$ cat src/rtl/urxr_pkg.sv
`timescale 1ns / 1ps
// Shared types and constants for the serial receive ring with error sentinel.
// Used by the controller, the datapath and the top level; depends on nothing.
package urxr_pkg;

  localparam int unsigned RING_DEPTH = 512;
  localparam int unsigned IDX_W      = $clog2(RING_DEPTH);
  localparam int unsigned DATA_W     = 8;
  localparam int unsigned CNT_W      = 32;

  localparam logic [DATA_W-1:0] SENTINEL_BYTE = 8'h01;

  // Item command codes
  localparam logic CMD_RX  = 1'b0;
  localparam logic CMD_POP = 1'b1;

  typedef logic [IDX_W-1:0] idx_t;
  typedef logic [CNT_W-1:0] cnt_t;

  // Controller to datapath commands
  typedef struct packed {
    logic push;  // store the received item (byte or sentinel)
    logic pop;   // read and remove the oldest byte if any
    logic load;  // copy the item's result into the output register
  } cmd_t;

endpackage

$ cat src/rtl/urxr_ctrl.sv
`timescale 1ns / 1ps
// Controller: sequences one item through accept and result load.
// Depends on urxr_pkg for the command codes and the command struct.
module urxr_ctrl (
  input  logic           clk_i,
  input  logic           rst_ni,
  input  logic           in_valid_i,
  output logic           in_ready_o,
  input  logic           command_i,
  output logic           out_valid_o,
  input  logic           out_ready_i,
  output urxr_pkg::cmd_t cmd_o
);
  import urxr_pkg::*;

  typedef enum logic {
    S_IDLE,
    S_LOAD
  } state_e;

  state_e state_q, state_d;
  logic   out_valid_q, out_valid_d;
  logic   in_acc;
  logic   load;

  assign in_ready_o  = (state_q == S_IDLE);
  assign in_acc      = in_valid_i && in_ready_o;
  assign load        = (state_q == S_LOAD) && (!out_valid_q || out_ready_i);
  assign out_valid_o = out_valid_q;

  // Decode the accepted item into datapath commands
  always_comb begin
    cmd_o.push = in_acc && (command_i == CMD_RX);
    cmd_o.pop  = in_acc && (command_i == CMD_POP);
    cmd_o.load = load;
  end

  // Next state and output valid
  always_comb begin
    state_d     = state_q;
    out_valid_d = out_valid_q;
    if (out_ready_i) begin
      out_valid_d = 1'b0;
    end
    unique case (state_q)
      S_IDLE: begin
        if (in_acc) begin
          state_d = S_LOAD;
        end
      end
      S_LOAD: begin
        if (load) begin
          state_d     = S_IDLE;
          out_valid_d = 1'b1;
        end
      end
      default: state_d = S_IDLE;
    endcase
  end

  // Hold state and the result valid flag
  always_ff @(posedge clk_i or negedge rst_ni) begin
    if (!rst_ni) begin
      state_q     <= S_IDLE;
      out_valid_q <= 1'b0;
    end else begin
      state_q     <= state_d;
      out_valid_q <= out_valid_d;
    end
  end

endmodule

$ cat config.mk
export PLATFORM = sky130hd
export DESIGN_NAME = urxr_ctrl
export DESIGN_NICKNAME = d
export VERILOG_FILES = /design/src/rtl/urxr_pkg.sv /design/src/rtl/urxr_ctrl.sv
export SDC_FILE = /design/constraint.sdc
export NUM_CORES = 1
export LEC_CHECK = 0
export BUFFER_PORTS_ARGS = -buffer_cell sky130_fd_sc_hd__buf_4
export CAP_MARGIN = 20
export CELL_PAD_IN_SITES_DETAIL_PLACEMENT = 1
export CELL_PAD_IN_SITES_GLOBAL_PLACEMENT = 1
export CORE_AREA = 2 2 39 41
export CTS_CLUSTER_SIZE = 30
export DETAILED_ROUTE_END_ITERATION = 8
export DIE_AREA = 0 0 41 43
export PLACE_DENSITY_LB_ADDON = 0.2
export REMOVE_ABC_BUFFERS = 1
export SYNTH_ARGS = -nofsm -noshare
export SYNTH_HDL_FRONTEND = slang
export SYNTH_SLANG_ARGS = --single-unit
$ cat constraint.sdc
create_clock -name clk_i -period 1 [get_ports clk_i]
set_input_delay 0.05 -clock clk_i [delete_from_list [all_inputs] [get_ports clk_i]]
set_output_delay 0.05 -clock clk_i [all_outputs]
set_load 0.01 [all_outputs]
==> metrics.txt <==
post-detailed-route count of antenna-violating nets=0; FMAX=0.996 GHz; final wirelength=338 um; Least-Margin Pin Slew=135 ps; CTS tree=yes; Worst slew margin=90.9%; Async SR Flop Fraction=100%; final setup fails=1; PortBufs=9; CTS root buf=clkbuf_4; fin worst setup slack=-4.29 ps; Synth area leaders=dfrtp_1 47%, nand2b_4 13%, buf_4 7.1%; fin crit period=1000 ps; Max FO, Critical Path=3; Seq/Total Area, Yosys=47.1%; Seq cells post-synth=2; residual DRC count=0; clock sinks=2; router iterations before antenna repair=1; Worst setup EP type=primary output; YS warnings=0; failing checks=negative setup slack; Synth Instances=11; Congestion Overflow GR=0; first-pass GRT wire length=503 um; H-tree depth=1; Critical Path RT=950 ps; Max Cap Violations=0; post-route cell area=260 um^2; Antenna Diode Count=0; DR vias=125; top-area cell type share of the netlist area=47.1%; die height=43 um; Main synth FF type=dfrtp_1; Distinct cells, synth=10; largest area contributor in the netlist=dfrtp_1; maximum clock path buffer count=2; hpwl dp=238 um; area grow syn2layout=145%; # rows=14; largest net degree at the start of global routing=5; crit path DAT=950 ps; Worst Hold Class=in2reg; initial antenna violation count=0; vias in the first global route=133; crit start category=flop; Clock Pin Slew Worst Setup and Hold Paths=30 ps; hold_ws=123 ps; layout cells sized above 1=72.0%; CTS Buf Count=3; syn avg cell area=9.67 um^2; num ports=10; drt wl/cell=8.24 um; pre-CTS setup slack=200 ps; Post-synth EDFFs=0; starting DRC count in detailed routing=0; PD cells=1700 nW/um^2; Crit Path Class=reg2out; RSZ-0062 raised after global routing=true; Core ar.=1380 um^2; fin crit share=100%; Static Leakage=0.133 nW; gpl congestion=0.512; Initial Util=7.69%; Post-Syn Area=106 um^2; die footprint=1760 um^2; Slew Limit Fails=0; DR vias/cell=3.05; clk_skew=0.940 ps; outcome=finished, violations left; worst-skew pair later-pin latency=220 ps; Chip Width=41 um; top-count cell post-synth=dfrtp_1; DP Area=186 um^2; NumNets Final=32; gr usage total=5.02%; Final Hold Viols=0; worst vdd ir=372 uV
stage by stage:
step / TNS (ps) / utilization (%) / instances / power (mW)
final: -4.29 / 18.8 / 41 / 0.443
after global routing: -145 / 18.8 / 41 / 0.487
after CTS: -50.5 / 17.2 / 40 / 0.436
after detailed placement: 0 / 13.5 / 35 / 0.220
after global placement: 0 / 13.5 / 35 / 0.220
after floorplan: 0 / - / 10 / 0.156
final cells by class:
type                            instances  area [um^2]
Clock buffer                            3         22.5
Fill cell                             165         1120
Inverter                                1         3.75
Multi-Input combinational cell          7         60.1
Sequential cell                         2         50.0
Tap cell                               16         20.0
Timing Repair Buffer                   12          104
kinds of logic after synthesis:
group | share of synthesized area (%)
AND/OR/NAND/NOR | 37.6
AO/OA/AOI/OAI | 4.70
flip-flops | 47.1
buffers and inverters | 10.6
cell usage in the layout (no fill, tap or decap), drive strengths merged:
cell	count
dfrtp	2
nand2	1
nor2	1
inv	1
clkbuf	3
o21ai	1
nand2b	2
buf	11
and3	1
dlygate4sd3	1
and2	1
layer usage:
| metal | wire length [um] | global-route usage, % | vias to the layer above |
|---|---|---|---|
| met4 | 0 | 6.00 | 0 |
| met3 | 74 | 4.71 | 0 |
| met2 | 142 | 5.31 | 10 |
| met1 | 121 | 4.82 | 53 |
| met5 | 0 | 0 | - |
| li1 | - | - | 62 |
worst max-delay path, cell delays in order (launching register included):
cell and delay (ps):
dfrtp_1 390, nand2b_4 160, nor2_4 80, buf_6 100
timing repair:
item                                    4_1_cts  5_1_grt
hold endpoints to repair                      2        0
endpoints found under the setup margin        3        3
resized for setup                             3        4
buffers inserted                              1        1
hold buffers                                  1        0
cloned                                        0        0
final timing paths:
path / from / end / slack [ps] / depth (start not counted)
max: state_q / cmd_o[2] / -4 / 3
min reg2reg: state_q / out_valid_o / 510 / 2
min in group asynchronous: rst_ni / out_valid_o / 150 / 2
max reg2reg: out_valid_o / state_q / 220 / 3
max in group asynchronous: rst_ni / state_q / 760 / 2
min: in_valid_i / state_q / 120 / 3
registers in the layout (all words and copies together) (netlist names):
signal and count:
state_q 1, out_valid_o 1
report_power, final:
group          switching [mW]  total [mW]  internal (mW)
Clock                  0.0458       0.178          0.132
Combinational          0.0595       0.154         0.0948
Sequential             0.0144       0.111         0.0964
Power figures use the tool's default switching activity.
